==> src/rtl/wqt_pkg.sv <==
// Package: shared constants, command and status types for the wait queue.
package wqt_pkg;

    localparam int ID_W    = 16;
    localparam int TICK_W  = 8;
    localparam int DATA_W  = 64;
    localparam int ENTRY_W = ID_W + TICK_W;
    localparam int OP_W    = 2;
    localparam int KIND_W  = 2;
    localparam int BEAT_W  = ID_W + 2 * DATA_W;

    localparam logic [TICK_W-1:0] RESET_TIMEOUT = 8'd5;

    localparam logic [OP_W-1:0] OP_WAIT = 2'd0;
    localparam logic [OP_W-1:0] OP_SEND = 2'd1;
    localparam logic [OP_W-1:0] OP_TICK = 2'd2;

    localparam logic [KIND_W-1:0] KIND_OK       = 2'd0;
    localparam logic [KIND_W-1:0] KIND_TIMEDOUT = 2'd1;
    localparam logic [KIND_W-1:0] KIND_EMPTY    = 2'd2;
    localparam logic [KIND_W-1:0] KIND_FULL     = 2'd3;

    typedef enum logic [2:0] {
        SRC_REJECT = 3'd0,
        SRC_EMPTY  = 3'd1,
        SRC_SENDER = 3'd2,
        SRC_WAITER = 3'd3,
        SRC_PEND   = 3'd4
    } t_src;

    typedef struct packed {
        logic in_load;
        logic push;
        logic pop;
        logic rd_en;
        logic rd_walk;
        logic wb;
        logic walk_init;
        logic walk_adv;
        logic pend_set;
        logic pend_clr;
        logic commit;
        logic out_load;
        t_src out_src;
        logic out_last;
    } t_cmd;

    typedef struct packed {
        logic [OP_W-1:0] op;
        logic            full;
        logic            empty;
        logic            out_free;
        logic            expire;
        logic            walk_last;
        logic            pend_valid;
    } t_stat;

endpackage

==> src/rtl/wqt_ram.sv <==
// Generic single-write, single-read RAM with registered read data.
module wqt_ram #(
    parameter int WIDTH = 24,
    parameter int DEPTH = 16
) (
    input  logic                     i_clk,
    input  logic                     i_we,
    input  logic [$clog2(DEPTH)-1:0] i_waddr,
    input  logic [WIDTH-1:0]         i_wdata,
    input  logic                     i_re,
    input  logic [$clog2(DEPTH)-1:0] i_raddr,
    output logic [WIDTH-1:0]         o_rdata
);

    logic [WIDTH-1:0] r_mem [DEPTH];
    logic [WIDTH-1:0] r_rdata;

    always_ff @(posedge i_clk) begin
        if (i_we) begin
            r_mem[i_waddr] <= i_wdata;
        end
        if (i_re) begin
            r_rdata <= r_mem[i_raddr];
        end
    end

    assign o_rdata = r_rdata;

endmodule

==> src/rtl/wqt_ctrl.sv <==
// Controller: sequences requests, sends and the tick walk over the queue.
module wqt_ctrl (
    input  logic          i_clk,
    input  logic          i_rst_n,
    input  logic          i_in_valid,
    output logic          o_in_ready,
    input  wqt_pkg::t_stat i_stat,
    output wqt_pkg::t_cmd  o_cmd
);

    typedef enum logic [5:0] {
        ST_IDLE  = 6'b000001,
        ST_DISP  = 6'b000010,
        ST_SEND2 = 6'b000100,
        ST_TRD   = 6'b001000,
        ST_TPROC = 6'b010000,
        ST_TEND  = 6'b100000
    } t_state;

    t_state r_state;
    t_state n_state;

    always_ff @(posedge i_clk) begin
        if (!i_rst_n) begin
            r_state <= ST_IDLE;
        end else begin
            r_state <= n_state;
        end
    end

    assign o_in_ready = (r_state == ST_IDLE);

    always_comb begin
        n_state = r_state;
        o_cmd   = '0;
        unique case (r_state)
            ST_IDLE: begin
                if (i_in_valid) begin
                    o_cmd.in_load = 1'b1;
                    n_state       = ST_DISP;
                end
            end
            ST_DISP: begin
                unique case (i_stat.op)
                    wqt_pkg::OP_WAIT: begin
                        if (!i_stat.full) begin
                            o_cmd.push = 1'b1;
                            n_state    = ST_IDLE;
                        end else if (i_stat.out_free) begin
                            o_cmd.out_load = 1'b1;
                            o_cmd.out_src  = wqt_pkg::SRC_REJECT;
                            o_cmd.out_last = 1'b1;
                            n_state        = ST_IDLE;
                        end
                    end
                    wqt_pkg::OP_SEND: begin
                        if (i_stat.out_free) begin
                            o_cmd.out_load = 1'b1;
                            if (i_stat.empty) begin
                                o_cmd.out_src  = wqt_pkg::SRC_EMPTY;
                                o_cmd.out_last = 1'b1;
                                n_state        = ST_IDLE;
                            end else begin
                                o_cmd.out_src = wqt_pkg::SRC_SENDER;
                                o_cmd.rd_en   = 1'b1;
                                n_state       = ST_SEND2;
                            end
                        end
                    end
                    wqt_pkg::OP_TICK: begin
                        if (i_stat.empty) begin
                            n_state = ST_IDLE;
                        end else begin
                            o_cmd.walk_init = 1'b1;
                            n_state         = ST_TRD;
                        end
                    end
                    default: begin
                        n_state = ST_IDLE;
                    end
                endcase
            end
            ST_SEND2: begin
                if (i_stat.out_free) begin
                    o_cmd.out_load = 1'b1;
                    o_cmd.out_src  = wqt_pkg::SRC_WAITER;
                    o_cmd.out_last = 1'b1;
                    o_cmd.pop      = 1'b1;
                    n_state        = ST_IDLE;
                end
            end
            ST_TRD: begin
                o_cmd.rd_en   = 1'b1;
                o_cmd.rd_walk = 1'b1;
                n_state       = ST_TPROC;
            end
            ST_TPROC: begin
                if (!(i_stat.expire && i_stat.pend_valid && !i_stat.out_free)) begin
                    if (i_stat.expire) begin
                        // hold newest expiry back so the final one can carry tlast
                        o_cmd.pend_set = 1'b1;
                        if (i_stat.pend_valid) begin
                            o_cmd.out_load = 1'b1;
                            o_cmd.out_src  = wqt_pkg::SRC_PEND;
                        end
                    end else begin
                        o_cmd.wb = 1'b1;
                    end
                    o_cmd.walk_adv = 1'b1;
                    n_state        = i_stat.walk_last ? ST_TEND : ST_TRD;
                end
            end
            ST_TEND: begin
                if (!i_stat.pend_valid) begin
                    o_cmd.commit = 1'b1;
                    n_state      = ST_IDLE;
                end else if (i_stat.out_free) begin
                    o_cmd.out_load = 1'b1;
                    o_cmd.out_src  = wqt_pkg::SRC_PEND;
                    o_cmd.out_last = 1'b1;
                    o_cmd.pend_clr = 1'b1;
                    o_cmd.commit   = 1'b1;
                    n_state        = ST_IDLE;
                end
            end
            default: begin
                n_state = ST_IDLE;
            end
        endcase
    end

endmodule

==> src/rtl/wqt_dp.sv <==
// Datapath: request registers, ring pointers, entry RAM and output register.
module wqt_dp #(
    parameter int QUEUE_DEPTH = 16
) (
    input  logic                          i_clk,
    input  logic                          i_rst_n,
    input  wqt_pkg::t_cmd                 i_cmd,
    output wqt_pkg::t_stat                o_stat,
    input  logic [wqt_pkg::OP_W-1:0]      i_op,
    input  logic [wqt_pkg::ID_W-1:0]      i_client,
    input  logic [wqt_pkg::DATA_W-1:0]    i_x,
    input  logic [wqt_pkg::DATA_W-1:0]    i_y,
    input  logic                          i_cfg_we,
    input  logic [wqt_pkg::TICK_W-1:0]    i_cfg_wdata,
    input  logic                          i_out_ready,
    output logic                          o_out_valid,
    output logic [wqt_pkg::ID_W-1:0]      o_out_client,
    output logic [wqt_pkg::KIND_W-1:0]    o_out_kind,
    output logic [wqt_pkg::DATA_W-1:0]    o_out_x,
    output logic [wqt_pkg::DATA_W-1:0]    o_out_y,
    output logic                          o_out_last
);

    localparam int AW = $clog2(QUEUE_DEPTH);
    localparam int CW = $clog2(QUEUE_DEPTH + 1);

    function automatic logic [AW-1:0] wrap(input logic [AW-1:0] base,
                                           input logic [CW-1:0] off);
        logic [CW:0] s;
        s = (CW + 1)'(base) + (CW + 1)'(off);
        if (s >= (CW + 1)'(QUEUE_DEPTH)) begin
            s = s - (CW + 1)'(QUEUE_DEPTH);
        end
        return s[AW-1:0];
    endfunction

    logic [wqt_pkg::OP_W-1:0]    r_op;
    logic [wqt_pkg::ID_W-1:0]    r_client;
    logic [wqt_pkg::DATA_W-1:0]  r_x;
    logic [wqt_pkg::DATA_W-1:0]  r_y;
    logic [wqt_pkg::TICK_W-1:0]  r_timeout;
    logic [AW-1:0]               r_head;
    logic [CW-1:0]               r_count;
    logic [CW-1:0]               r_idx;
    logic [CW-1:0]               r_keep;
    logic                        r_pend_valid;
    logic [wqt_pkg::ID_W-1:0]    r_pend_id;
    logic                        r_out_valid;
    logic [wqt_pkg::ID_W-1:0]    r_out_client;
    logic [wqt_pkg::KIND_W-1:0]  r_out_kind;
    logic [wqt_pkg::DATA_W-1:0]  r_out_x;
    logic [wqt_pkg::DATA_W-1:0]  r_out_y;
    logic                        r_out_last;

    logic                         ram_we;
    logic [AW-1:0]                ram_waddr;
    logic [wqt_pkg::ENTRY_W-1:0]  ram_wdata;
    logic [AW-1:0]                ram_raddr;
    logic [wqt_pkg::ENTRY_W-1:0]  ram_rdata;
    logic [wqt_pkg::ID_W-1:0]     rd_id;
    logic [wqt_pkg::TICK_W-1:0]   rd_tick;
    logic [wqt_pkg::TICK_W-1:0]   init_tick;

    assign rd_id     = ram_rdata[wqt_pkg::ENTRY_W-1:wqt_pkg::TICK_W];
    assign rd_tick   = ram_rdata[wqt_pkg::TICK_W-1:0];
    assign init_tick = (r_timeout == '0) ? wqt_pkg::TICK_W'(1) : r_timeout;

    assign ram_we    = i_cmd.push | i_cmd.wb;
    assign ram_waddr = i_cmd.push ? wrap(r_head, r_count) : wrap(r_head, r_keep);
    assign ram_wdata = i_cmd.push ? {r_client, init_tick}
                                  : {rd_id, rd_tick - wqt_pkg::TICK_W'(1)};
    assign ram_raddr = i_cmd.rd_walk ? wrap(r_head, r_idx) : r_head;

    wqt_ram #(
        .WIDTH (wqt_pkg::ENTRY_W),
        .DEPTH (QUEUE_DEPTH)
    ) u_ram (
        .i_clk   (i_clk),
        .i_we    (ram_we),
        .i_waddr (ram_waddr),
        .i_wdata (ram_wdata),
        .i_re    (i_cmd.rd_en),
        .i_raddr (ram_raddr),
        .o_rdata (ram_rdata)
    );

    always_ff @(posedge i_clk) begin
        if (i_cmd.in_load) begin
            r_op     <= i_op;
            r_client <= i_client;
            r_x      <= i_x;
            r_y      <= i_y;
        end
    end

    always_ff @(posedge i_clk) begin
        if (!i_rst_n) begin
            r_timeout    <= wqt_pkg::RESET_TIMEOUT;
            r_head       <= '0;
            r_count      <= '0;
            r_pend_valid <= 1'b0;
        end else begin
            if (i_cfg_we) begin
                r_timeout <= i_cfg_wdata;
            end
            if (i_cmd.push) begin
                r_count <= r_count + CW'(1);
            end else if (i_cmd.pop) begin
                r_count <= r_count - CW'(1);
                r_head  <= wrap(r_head, CW'(1));
            end else if (i_cmd.commit) begin
                r_count <= r_keep;
            end
            if (i_cmd.walk_init || i_cmd.pend_clr) begin
                r_pend_valid <= 1'b0;
            end else if (i_cmd.pend_set) begin
                r_pend_valid <= 1'b1;
            end
        end
    end

    always_ff @(posedge i_clk) begin
        if (i_cmd.walk_init) begin
            r_idx  <= '0;
            r_keep <= '0;
        end else begin
            if (i_cmd.walk_adv) begin
                r_idx <= r_idx + CW'(1);
            end
            if (i_cmd.wb) begin
                r_keep <= r_keep + CW'(1);
            end
        end
        if (i_cmd.pend_set) begin
            r_pend_id <= rd_id;
        end
    end

    always_ff @(posedge i_clk) begin
        if (!i_rst_n) begin
            r_out_valid <= 1'b0;
        end else if (i_cmd.out_load) begin
            r_out_valid <= 1'b1;
        end else if (i_out_ready) begin
            r_out_valid <= 1'b0;
        end
    end

    always_ff @(posedge i_clk) begin
        if (i_cmd.out_load) begin
            r_out_last <= i_cmd.out_last;
            unique case (i_cmd.out_src)
                wqt_pkg::SRC_REJECT: begin
                    r_out_client <= r_client;
                    r_out_kind   <= wqt_pkg::KIND_FULL;
                    r_out_x      <= '0;
                    r_out_y      <= '0;
                end
                wqt_pkg::SRC_EMPTY: begin
                    r_out_client <= r_client;
                    r_out_kind   <= wqt_pkg::KIND_EMPTY;
                    r_out_x      <= '0;
                    r_out_y      <= '0;
                end
                wqt_pkg::SRC_SENDER: begin
                    r_out_client <= r_client;
                    r_out_kind   <= wqt_pkg::KIND_OK;
                    r_out_x      <= r_x;
                    r_out_y      <= r_y;
                end
                wqt_pkg::SRC_WAITER: begin
                    r_out_client <= rd_id;
                    r_out_kind   <= wqt_pkg::KIND_OK;
                    r_out_x      <= r_x;
                    r_out_y      <= r_y;
                end
                wqt_pkg::SRC_PEND: begin
                    r_out_client <= r_pend_id;
                    r_out_kind   <= wqt_pkg::KIND_TIMEDOUT;
                    r_out_x      <= '0;
                    r_out_y      <= '0;
                end
                default: begin
                    r_out_client <= '0;
                    r_out_kind   <= wqt_pkg::KIND_OK;
                    r_out_x      <= '0;
                    r_out_y      <= '0;
                end
            endcase
        end
    end

    assign o_stat.op         = r_op;
    assign o_stat.full       = (r_count == CW'(QUEUE_DEPTH));
    assign o_stat.empty      = (r_count == '0);
    assign o_stat.out_free   = ~r_out_valid | i_out_ready;
    assign o_stat.expire     = (rd_tick <= wqt_pkg::TICK_W'(1));
    assign o_stat.walk_last  = ((CW + 1)'(r_idx) + (CW + 1)'(1)) == (CW + 1)'(r_count);
    assign o_stat.pend_valid = r_pend_valid;

    assign o_out_valid  = r_out_valid;
    assign o_out_client = r_out_client;
    assign o_out_kind   = r_out_kind;
    assign o_out_x      = r_out_x;
    assign o_out_y      = r_out_y;
    assign o_out_last   = r_out_last;

endmodule

==> src/rtl/wait_queue_with_timeouts.sv <==
// Top level: wait queue of client ids with tick timeouts.
//
// Input stream (i_s_*): one beat per request. tuser carries the opcode
// (wait, send, tick); tdata carries client id and the two data words.
// Output stream (o_m_*): reply beats; tlast marks the final reply of a request.
// Config: i_cfg_we/i_cfg_wdata write the timeout in ticks (reset value 5).
// Entries live in a ring buffer RAM, one entry read or written per cycle.
// Wait: queues the client, no reply (one reject reply when full).
// Send: sender OK then oldest waiter OK (one error reply when empty).
// Tick: each queued entry costs a RAM read; entries that stay get a write-back,
// expired ones leave with a timed-out reply in queue order.
// One request is in flight at a time; o_s_tready is high when idle.
// The output register lets the last reply wait while the next beat is taken;
// a stalled receiver stalls the walk at the next reply.
// Synchronous active-low reset empties the queue and restores the timeout;
// no clearing pass is needed.
module wait_queue_with_timeouts #(
    parameter int QUEUE_DEPTH = 16
) (
    input  logic                          i_clk,
    input  logic                          i_rst_n,
    input  logic                          i_s_tvalid,
    output logic                          o_s_tready,
    input  logic [wqt_pkg::BEAT_W-1:0]    i_s_tdata,  // client_id, data_x, data_y
    input  logic [wqt_pkg::OP_W-1:0]      i_s_tuser,  // opcode
    output logic                          o_m_tvalid,
    input  logic                          i_m_tready,
    output logic [wqt_pkg::BEAT_W-1:0]    o_m_tdata,  // reply_client, reply_x, reply_y
    output logic [wqt_pkg::KIND_W-1:0]    o_m_tuser,  // reply_kind
    output logic                          o_m_tlast,
    input  logic                          i_cfg_we,
    input  logic [wqt_pkg::TICK_W-1:0]    i_cfg_wdata
);

    localparam int XL = wqt_pkg::ID_W;
    localparam int YL = wqt_pkg::ID_W + wqt_pkg::DATA_W;

    wqt_pkg::t_cmd  cmd;
    wqt_pkg::t_stat stat;

    logic [wqt_pkg::ID_W-1:0]   out_client;
    logic [wqt_pkg::DATA_W-1:0] out_x;
    logic [wqt_pkg::DATA_W-1:0] out_y;

    wqt_ctrl u_ctrl (
        .i_clk      (i_clk),
        .i_rst_n    (i_rst_n),
        .i_in_valid (i_s_tvalid),
        .o_in_ready (o_s_tready),
        .i_stat     (stat),
        .o_cmd      (cmd)
    );

    wqt_dp #(
        .QUEUE_DEPTH (QUEUE_DEPTH)
    ) u_dp (
        .i_clk        (i_clk),
        .i_rst_n      (i_rst_n),
        .i_cmd        (cmd),
        .o_stat       (stat),
        .i_op         (i_s_tuser),
        .i_client     (i_s_tdata[XL-1:0]),
        .i_x          (i_s_tdata[YL-1:XL]),
        .i_y          (i_s_tdata[wqt_pkg::BEAT_W-1:YL]),
        .i_cfg_we     (i_cfg_we),
        .i_cfg_wdata  (i_cfg_wdata),
        .i_out_ready  (i_m_tready),
        .o_out_valid  (o_m_tvalid),
        .o_out_client (out_client),
        .o_out_kind   (o_m_tuser),
        .o_out_x      (out_x),
        .o_out_y      (out_y),
        .o_out_last   (o_m_tlast)
    );

    assign o_m_tdata = {out_y, out_x, out_client};

    // a reply is only loaded when the output register is free
    a_load_free: assert property (@(posedge i_clk) disable iff (!i_rst_n)
        cmd.out_load |-> stat.out_free)
        else $error("reply loaded over an untaken beat");

    // RAM has one write port: append and compaction write never collide
    a_one_write: assert property (@(posedge i_clk) disable iff (!i_rst_n)
        !(cmd.push && cmd.wb))
        else $error("two RAM writes in one cycle");

    // a held timeout reply only exists while a tick walk is in progress
    a_pend_busy: assert property (@(posedge i_clk) disable iff (!i_rst_n)
        stat.pend_valid |-> !o_s_tready)
        else $error("pending timeout reply while idle");

    // an append always leaves the queue non-empty
    a_count_sane: assert property (@(posedge i_clk) disable iff (!i_rst_n)
        cmd.push |=> !stat.empty)
        else $error("queue empty right after an append");

endmodule
==> config.mk <==
export PLATFORM = sky130hd
export DESIGN_NAME = wait_queue_with_timeouts
export DESIGN_NICKNAME = d
export VERILOG_FILES = /design/src/rtl/wqt_pkg.sv /design/src/rtl/wqt_ram.sv /design/src/rtl/wqt_ctrl.sv /design/src/rtl/wqt_dp.sv /design/src/rtl/wait_queue_with_timeouts.sv
export SDC_FILE = /design/constraint.sdc
export NUM_CORES = 1
export LEC_CHECK = 0
export BUFFER_PORTS_ARGS = -buffer_cell sky130_fd_sc_hd__buf_4
export CAP_MARGIN = 25
export CORE_MARGIN = 2
export CORE_UTILIZATION = 46
export CTS_CLUSTER_DIAMETER = 100
export DETAILED_ROUTE_END_ITERATION = 12
export GPL_TIMING_DRIVEN = 0
export PLACE_DENSITY = 0.66
export SLEW_MARGIN = 20
export SYNTH_ARGS = -nofsm -noshare
export SYNTH_HDL_FRONTEND = slang
export SYNTH_HIERARCHICAL = 1
export SYNTH_SLANG_ARGS = --single-unit
==> constraint.sdc <==
create_clock -name i_clk -period 6.5 [get_ports i_clk]
set_input_delay 0.975 -clock i_clk [delete_from_list [all_inputs] [get_ports i_clk]]
set_output_delay 0.975 -clock i_clk [all_outputs]
set_load 0.03 [all_outputs]
# Yosys cells after proc, flatten, opt, wreduce, memory -nomap -nowiden
# Memories as Yosys holds them, arrays and structs flattened. A register that Yosys moved wholly into a read port is not among the register bits.
# Index checks and enable logic that the tools add are counted.
dict set report totals {
  ff_bits 344
  mem_bits_rw 384
  inputBits 159
  out_inout_bits 149
  elab_cells 140
  n_memories 1
}
dict set report classes {
  n_addsub 14
  n_lt_le_gt_ge 5
  eq_ne 17
  muxes 65
  bitwise_logic 5
  reduce_logical 15
}
# name words word_bits read_ports rd_clocked_by_memory_dff wr line_no
set mem_list {}
lappend mem_list {u_dp.u_ram.r_mem 16 24 1 1 1 wqt_ram.sv:15} ;# logic [WIDTH-1:0] r_mem [DEPTH];
# cell count
set ops {}
lappend ops {{$pmux 16 s3} 1}
lappend ops {{$mux 6} 7}
lappend ops {{$mux 4} 10}
lappend ops {{$mux 5} 8}
lappend ops {{$pmux 6 s6} 1}
lappend ops {{$mux 1} 24}
lappend ops {{$mux 24} 1}
lappend ops {{$add 4x5->6} 3}
lappend ops {{$ge 6x5->1 const B} 3}
lappend ops {{$pmux 6 s3} 1}
lappend ops {{$pmux 4 s4} 1}
lappend ops {{$sub 4x1->4 const B} 4}
lappend ops {{$add 5x1->5 const B} 3}
lappend ops {{$pmux 5 s2} 1}
lappend ops {{$le 8x1->1 const B} 1}
lappend ops {{$logic_not 8->1} 1}
lappend ops {{$mux 2} 4}
lappend ops {{$mux 8} 1}
lappend ops {{$sub 8x1->8 const B} 1}
lappend ops {{$mux 7} 1}
lappend ops {{$add 5x1->6 const B} 1}
lappend ops {{$eq 3x2->1 const B} 2}
lappend ops {{$eq 6x1->1 const B} 1}
lappend ops {{$eq 6x2->1 const B} 1}
lappend ops {{other kinds (33)} 39}

# Logic depth before layout (Yosys ltp)
# Gate-level depths: netlist (run 1).
dict set report depth {
  depth_word 9
  mapped_depth 15
  mapped_depth_nobuf 12
}

# By module
# The synthesis (run 1) kept the hierarchy.
# module n_inst cells_per_inst area_per_inst_um2 seq_area_each_um2
set by_module_without_submodules {}
lappend by_module_without_submodules {wqt_ram 1 636 15170.8 12251.8}
lappend by_module_without_submodules {wqt_dp 1 803 12882.4 9859.5}
lappend by_module_without_submodules {wqt_ctrl 1 91 668.1 120.1}

# Least setup slack after synthesis (run 1)
# OpenSTA, ideal clock, no wires.
dict set report synth_timing {
  kind {reg-to-reg}
  start {register u_dp.u_ram.r_rdata[3] (netlist: u_dp/u_ram/o_rdata[3]), read port of u_dp.u_ram.r_mem}
  end {register u_dp.r_out_client (netlist bit u_dp/o_out_client[0]) (enable)}
  setup_time_ns 0.533
  t_arrival_ns 5.607
  required_ns 5.967
  setup_slack_ns 0.359
  path_stages_with_launch 6
  path_buffers 0
  period_less_slack_ns 6.141
  cell_sequence {edfxtp_1 > or4_4 > nor4_1 > nand2_1 > a21oi_1 > nand2b_1}
}
# element line_no
set synth_lines {}
lappend synth_lines {{from (decl)} wqt_ram.sv:16} ;# logic [WIDTH-1:0] r_rdata;
lappend synth_lines {{to (signal assigned)} wqt_dp.sv:154} ;# r_out_client <= r_client;
lappend synth_lines {{to (signal assigned)} wqt_dp.sv:160} ;# r_out_client <= r_client;
lappend synth_lines {{to (signal assigned)} wqt_dp.sv:166} ;# r_out_client <= r_client;
lappend synth_lines {{to (decl)} wqt_dp.sv:49} ;# logic [wqt_pkg::ID_W-1:0] r_out_client;

==> reports/metrics.csv, run 1 <==
stage;metric;value;unit
run_status;status;finished, final reports clean;
global_route;grt_antenna_before_repair;1;
critical_path;path_class;register to register;
sta;finalMaxSlewViolations;0;
critical_path;crit_fanout;10;
power_and_ir_drop;comb_power_share;0.040;
sta;holdWs;0.476;ns
drt;first_iter_violations;1263;
global_route;gr-usage-all-layers;0.205;
drt;vias;15400;
sta;finalCritPeriodShare;0.862;
drt;drc;0;
layout;area_delta_synth_final;23.1;%
clocking;ctsHoldBuffers;0;
power_and_ir_drop;p_int;8140;uW
logic_synthesis;yosysUniqueCellTypes;64;
critical_path;critPathLaunchType;register;
drt;wl;67000;um
die;die-area;64500;um2
sta;relSlewSlack;0.329;
logic_synthesis;syn-instance-count;1530;
power_and_ir_drop;p_sw;2090;uW
die;fp.dieW;254;um
die;rows;91;
power_and_ir_drop;p_per_area;289;nW/um2
die;fp.coreArea;61700;um2
drt;via_per_inst;5.40;
placement;hpwl;47000;um
clocking;clock-sinks;752;
layout;postLayoutCoreUtil;0.573;
logic_synthesis;ys.flop_type;edfxtp_1;
logic_synthesis;synthArstFlopShare;0;
global_route;grt-ovfl-total;0;
logic_synthesis;synth_edf_count;717;
global_route;grt_pass1_vias;15400;
layout;drive_above_1_share;0.313;
power_and_ir_drop;pwr-share-seq;0.541;
drt;postRouteAntennaNets;0;
global_route;grt_pass1_wl;97500;um
layout;final_net_count;2127;
clocking;ctsResizeCount;0;
clocking;cts_buffers;78;
die;initial_core_util;0.465;
layout;final_cell_mix;edfxtp_1 (717), buf_4 (321), and2_1 (135), mux4_2 (96), clkbuf_16 (80);
logic_synthesis;yosys_warnings;6;
hold_path;hold_class;register to register;
clocking;clockBufferDepth;3;
clocking;worstSkewPairLatency;0.61;ns
logic_synthesis;synth_seq_cells;752;
clocking;cts_setup_buffers;0;
layout;final_common_cell;edfxtp_1;
critical_path;cp_data_arrival_time;5.90;ns
power_and_ir_drop;p_clk_frac;0.419;
die;ioPinCount;308;
logic_synthesis;syn_area_per_cell;18.8;um2
drt;wl_per_cell;23.5;um
die;fp.dieH;254;um
drt;firstDrtPassIters;5;
global_route;grt_max_degree;51;
sta;hold_viol;0;
power_and_ir_drop;p_total;10200;uW
logic_synthesis;ys_seq_area_frac;0.774;
power_and_ir_drop;power.share.switching;0.204;
power_and_ir_drop;peakVddDrop;0.000180;V
sta;skew;0.0209;ns
clocking;cts_root_buf;clkbuf_16;
sta;fin_crit;5.60;ns
sta;max_freq;178;MHz
placement;numPortBuffers;306;
logic_synthesis;netlist_area;28700;um2
critical_path;crit_path_end_kind;register;
clocking;clk_pin_slew;0.06;ns
sta;worstMarginPinSlew;1.01;ns
run;drv_cap;0;
clocking;tritoncts;yes;
logic_synthesis;synth_nets;1704;
layout;num-fill-cells;4651;
sta;finalSetupViolCount;0;
placement;place_congestion;0.799;
clocking;cts-htree-levels;3;
sta;rsz0062_at_grt;no;
power_and_ir_drop;cellLeakagePower;0.0124;uW
critical_path;required;6.80;ns
cell families (layout without fill, tap and decap cells):
| logic type | after synthesis | count (layout) | synth area share |
|---|---|---|---|
| AO/OA/AOI/OAI | 157 | 157 | 0.0353 |
| XOR/XNOR | 33 | 33 | 0.0101 |
| adder cells (fa/ha/maj) | 15 | 15 | 0.00706 |
| buffers and inverters | 95 | 576 | 0.0152 |
| flip-flops | 752 | 752 | 0.774 |
| multiplexers | 132 | 132 | 0.0888 |
| other | 0 | 1 | 0 |
| AND/OR/NAND/NOR | 346 | 346 | 0.0696 |
worst paths after layout:
check | end | cells past startpoint | slack (ns) | startpoint
setup / recovery | u_dp/u_ram/r_mem[8][13]$_DFFE_PP_ | 16 | 0.90 | u_dp/r_count[0]$_SDFFE_PN0P_
hold / removal | u_dp/r_pend_id[5]$_DFFE_PP_ | 0 | 0.48 | u_dp/u_ram/o_rdata[13]$_DFFE_PP_
setup reg to reg | u_dp/u_ram/r_mem[8][13]$_DFFE_PP_ | 16 | 0.90 | u_dp/r_count[0]$_SDFFE_PN0P_
hold reg to reg | u_dp/r_pend_id[5]$_DFFE_PP_ | 0 | 0.48 | u_dp/u_ram/o_rdata[13]$_DFFE_PP_
state kept, by name, indices dropped and copies added (netlist names):
| register | count |
|---|---|
| u_dp/o_out_y | 64 |
| u_dp/r_count | 5 |
| u_dp/r_timeout | 8 |
| u_dp/r_pend_valid | 1 |
| u_ctrl/r_state | 6 |
| u_dp/r_client | 16 |
| u_dp/r_keep | 5 |
| u_dp/r_head | 4 |
| u_dp/r_op | 2 |
| u_dp/r_pend_id | 16 |
| u_dp/o_out_valid | 1 |
| u_dp/o_out_last | 1 |
| u_dp/u_ram/o_rdata | 24 |
| u_dp/o_out_client | 16 |
| u_dp/o_out_kind | 2 |
| u_dp/r_x | 64 |
| u_dp/o_out_x | 64 |
| u_dp/r_idx | 5 |
| u_dp/u_ram/r_mem | 384 |
| u_dp/r_y | 64 |
area by class of cell:
class                   count  area [um2]  area share
diodes                      1        2.50   0.0000708
plain buffers              78         372      0.0105
clock buffers              97        2100      0.0593
clock inverters            41         384      0.0109
inverters                  17        63.8     0.00181
multi-input cells         683        6200       0.175
flip-flops and latches    752       22200       0.629
well taps                 837        1050      0.0296
repair buffers            343        2950      0.0835
critical path, stage by stage, from the launching register on:
cell	delay (ns)
dfxtp_1	0.33
clkbuf_1	0.27
inv_1	0.09
ha_1	0.24
nor3b_1	0.18
and2_1	0.24
nor3_1	0.20
clkbuf_1	0.28
clkbuf_1	0.53
mux2_2	0.41
ha_1	0.21
fa_1	0.39
xor2_1	0.19
nand3b_1	0.41
nor3_2	0.79
buf_4	0.33
buf_4	0.21
routing by layer:
layer | vias to the layer above | routed length (um) | track usage
met1 | 7882 | 26400 | 0.259
met3 | 89 | 5320 | 0.0480
met4 | 2 | 1460 | 0.0615
met5 | - | 13 | 0
li1 | 6837 | - | -
met2 | 584 | 33800 | 0.353
power by group through the flow:
| stage | Combinational, uW | Clock [uW] | Sequential, uW |
|---|---|---|---|
| after CTS | 415 | 4360 | 5540 |
| final | 412 | 4280 | 5540 |
| after detailed placement | 414 | 0 | 5640 |
| after global placement | 367 | 0 | 5690 |
| after global routing | 449 | 4540 | 5550 |
| after floorplan | 213 | 0 | 5650 |
cell usage after synthesis, types with 17 or more instances:
cell      number  area [um2]
edfxtp_1     717       21500
and2_1       135         845
mux4_2        96        2160
nor2b_1       50         313
a22oi_1       49         368
clkbuf_1      49         184
nor2_1        49         184
nand2_1       47         176
a21oi_1       46         230
dfxtp_1       35         701
mux2_2        22         248
o21ai_0       19        95.1
buf_2         18        90.1
inv_1         17        63.8
xor2_1        17         149
per-stage QoR:
stage | instances | setup TNS (ns) | area (um2) | setup slack (ns)
4_1_cts | 2846 | 0 | 35300 | 0.933
5_1_grt | 2848 | 0 | 35300 | 0.595
2_1_floorplan | 1530 | 0 | 28700 | 0.359
3_3_place_gp | 2673 | -436.88 | 32100 | -2.18
6_report | 2849 | 0 | 35300 | 0.897
3_5_place_dp | 2708 | 0 | 32900 | 0.972
Note: power is estimated with default switching activity, not from simulation.
==> inputs of run 2 (changes only) <==
--- a/config.mk
+++ b/config.mk
@@ -7,10 +7,12 @@
 export LEC_CHECK = 0
 export BUFFER_PORTS_ARGS = -buffer_cell sky130_fd_sc_hd__buf_4
 export CAP_MARGIN = 25
+export CORE_ASPECT_RATIO = 1.2
 export CORE_MARGIN = 2
 export CORE_UTILIZATION = 46
 export CTS_CLUSTER_DIAMETER = 100
 export DETAILED_ROUTE_END_ITERATION = 12
+export GPL_ROUTABILITY_DRIVEN = 0
 export GPL_TIMING_DRIVEN = 0
 export PLACE_DENSITY = 0.66
 export SLEW_MARGIN = 20
==> reports/metrics.csv, run 2 (synthesis gave the netlist of run 1 again) <==
stage;metric;value;unit;change
run_status;status;finished, final reports clean;;unchanged
critical_path;regToRegStartpoint;u_dp/r_count[0]$_SDFFE_PN0P_;;unchanged
drt;postRouteAntennaNets;0;;unchanged
power_and_ir_drop;peakVddDrop;0.000182;V;was 0.000180 V
power_and_ir_drop;cellLeakagePower;0.0123;uW;was 0.0124 uW
placement;numPortBuffers;306;;unchanged
drt;wl;67400;um;was 67000 um
critical_path;crit_fanout;10;;unchanged
clocking;cts_setup_buffers;0;;unchanged
clocking;tritoncts;yes;;unchanged
clocking;worstSkewPairLatency;0.61;ns;about the same
die;ioPinCount;308;;unchanged
clocking;ctsResizeCount;0;;unchanged
global_route;grt-ovfl-total;0;;unchanged
clocking;cts_buffers;73;;was 78
sta;fin_crit;5.54;ns;was 5.60 ns
layout;largest_reg_flops;384;;unchanged
clocking;cts-htree-levels;3;;unchanged
critical_path;startpoint;u_dp/r_count[0]$_SDFFE_PN0P_;;unchanged
critical_path;path_class;register to register;;unchanged
die;fp.dieH;278;um;was 254 um
hold_path;worstHoldStart;u_dp/u_ram/o_rdata[16]$_DFFE_PP_;;was u_dp/u_ram/o_rdata[13]$_DFFE_PP_
placement;post_dp_cell_area;32800;um2;was 32900 um2
layout;final_cell_mix;edfxtp_1 (717), buf_4 (321), and2_1 (135), mux4_2 (96), clkbuf_16 (76);;was edfxtp_1 (717), buf_4 (321), and2_1 (135), mux4_2 (96), clkbuf_16 (80)
placement;placed_cells;2687;;was 2708
layout;final_net_count;2122;;was 2127
die;fp.dieW;232;um;was 254 um
layout;final_area;35000;um2;was 35300 um2
global_route;grt_antenna_before_repair;0;;was 1
global_route;grt_max_degree;54;;was 51
drt;wl_per_cell;23.9;um;was 23.5 um
clocking;ctsHoldBuffers;0;;unchanged
die;die-area;64500;um2;about the same
drt;first_iter_violations;1124;;was 1263
sta;rsz0062_at_grt;no;;unchanged
clocking;clock-sinks;752;;unchanged
hold_path;hold_class;register to register;;unchanged
layout;max_flop_register;u_dp/u_ram/r_mem;;unchanged
sta;finalMaxSlewViolations;0;;unchanged
sta;skew;0.0215;ns;was 0.0209 ns
sta;max_freq;180;MHz;was 178 MHz
layout;postLayoutCoreUtil;0.566;;was 0.573
clocking;cts_root_buf;clkbuf_16;;unchanged
die;initial_core_util;0.464;;was 0.465
clocking;clk_pin_slew;0.06;ns;about the same
drt;vias;15500;;was 15400
drt;drc;0;;unchanged
sta;relSlewSlack;0.354;;was 0.329
placement;hpwl;47200;um;was 47000 um
power_and_ir_drop;p_per_area;286;nW/um2;was 289 nW/um2
layout;area_delta_synth_final;22.0;%;was 23.1%
sta;worstMarginPinSlew;0.963;ns;was 1.01 ns
critical_path;required;6.80;ns;about the same
sta;hold_viol;0;;unchanged
global_route;gr-usage-all-layers;0.209;;was 0.205
sta;finalCritPeriodShare;0.853;;was 0.862
run;drv_cap;0;;unchanged
critical_path;crit_path_end_kind;register;;unchanged
layout;finalNonFillerCells;2815;;was 2849
clocking;clockBufferDepth;3;;unchanged
global_route;grt_pass1_wl;99400;um;was 97500 um
drt;firstDrtPassIters;7;;was 5
drt;via_per_inst;5.50;;was 5.40
die;rows;100;;was 91
layout;drive_above_1_share;0.310;;was 0.313
critical_path;cp_data_arrival_time;5.84;ns;was 5.90 ns
layout;n_antenna_cell;0;;was 1
critical_path;critPathLaunchType;register;;unchanged
layout;final_common_cell;edfxtp_1;;unchanged
global_route;grt_pass1_vias;15700;;was 15400
sta;finalSetupViolCount;0;;unchanged
die;fp.coreArea;61900;um2;was 61700 um2
-- run 2: cell types whose count changed in the layout (fill, tap and decap cells not counted), sizes merged --
cell      before  now
clkbuf       147  135
diode          1    0
inv           17   19
buf          371  372
clkinv        33   32
clkinvlp       3    1
-- run 2: power breakdown --
part	internal [uW]	leakage [uW]	switching (uW)
clock network	2320	0.00111	1730
logic	171	0.00412	236
registers	5480	0.00708	60.3
-- run 2: final timing paths --
kind	endpoint	slack, ns	depth (start not counted)
max	u_dp/u_ram/r_mem[8][17]$_DFFE_PP_	0.96	16
max reg2reg	u_dp/u_ram/r_mem[8][17]$_DFFE_PP_	0.96	16
min	u_dp/r_pend_id[8]$_DFFE_PP_	0.48	0
min reg2reg	u_dp/r_pend_id[8]$_DFFE_PP_	0.48	0
-- run 2: metal layers --
metal  GRT usage  vias to the layer above  share of wire
met2       0.376                      663           0.53
li1            -                     6811              -
met3      0.0491                      126          0.082
met4      0.0748                        0          0.031
met1       0.242                     7872           0.36
met5           0                        -              0
-- run 2: critical path, stage by stage, from the launching register on --
cell and delay, ns:
dfxtp_1 0.34, clkbuf_1 0.28, inv_1 0.08, ha_1 0.24
nor3b_1 0.18, and2_1 0.24, nor3_1 0.19, clkbuf_1 0.29
clkbuf_1 0.57, mux2_2 0.41, ha_1 0.21, fa_1 0.38
xor2_1 0.19, nand3b_1 0.39, nor3_2 0.69, buf_4 0.33
buf_4 0.23
-- run 2: through the flow --
step                total power [uW]  setup slack, ns  setup TNS (ns)  hold slack (ns)
floorplan                       5860            0.359               0            0.442
global placement                6060            -2.26         -462.03            0.458
detailed placement              6050            0.999               0            0.463
CTS                            10100            0.973               0            0.470
global route                   10300            0.644               0            0.498
finish                         10000            0.958               0            0.482
-- run 2: final cells by class --
cell class / count / area (um2)
inverters: 17 / 63.8
flip-flops and latches: 752 / 22200
fillers: 4661 / 26900
multi-input cells: 683 / 6200
well taps: 816 / 1020
plain buffers: 78 / 372
clock buffers: 86 / 1940
repair buffers: 343 / 2890
clock inverters: 40 / 324
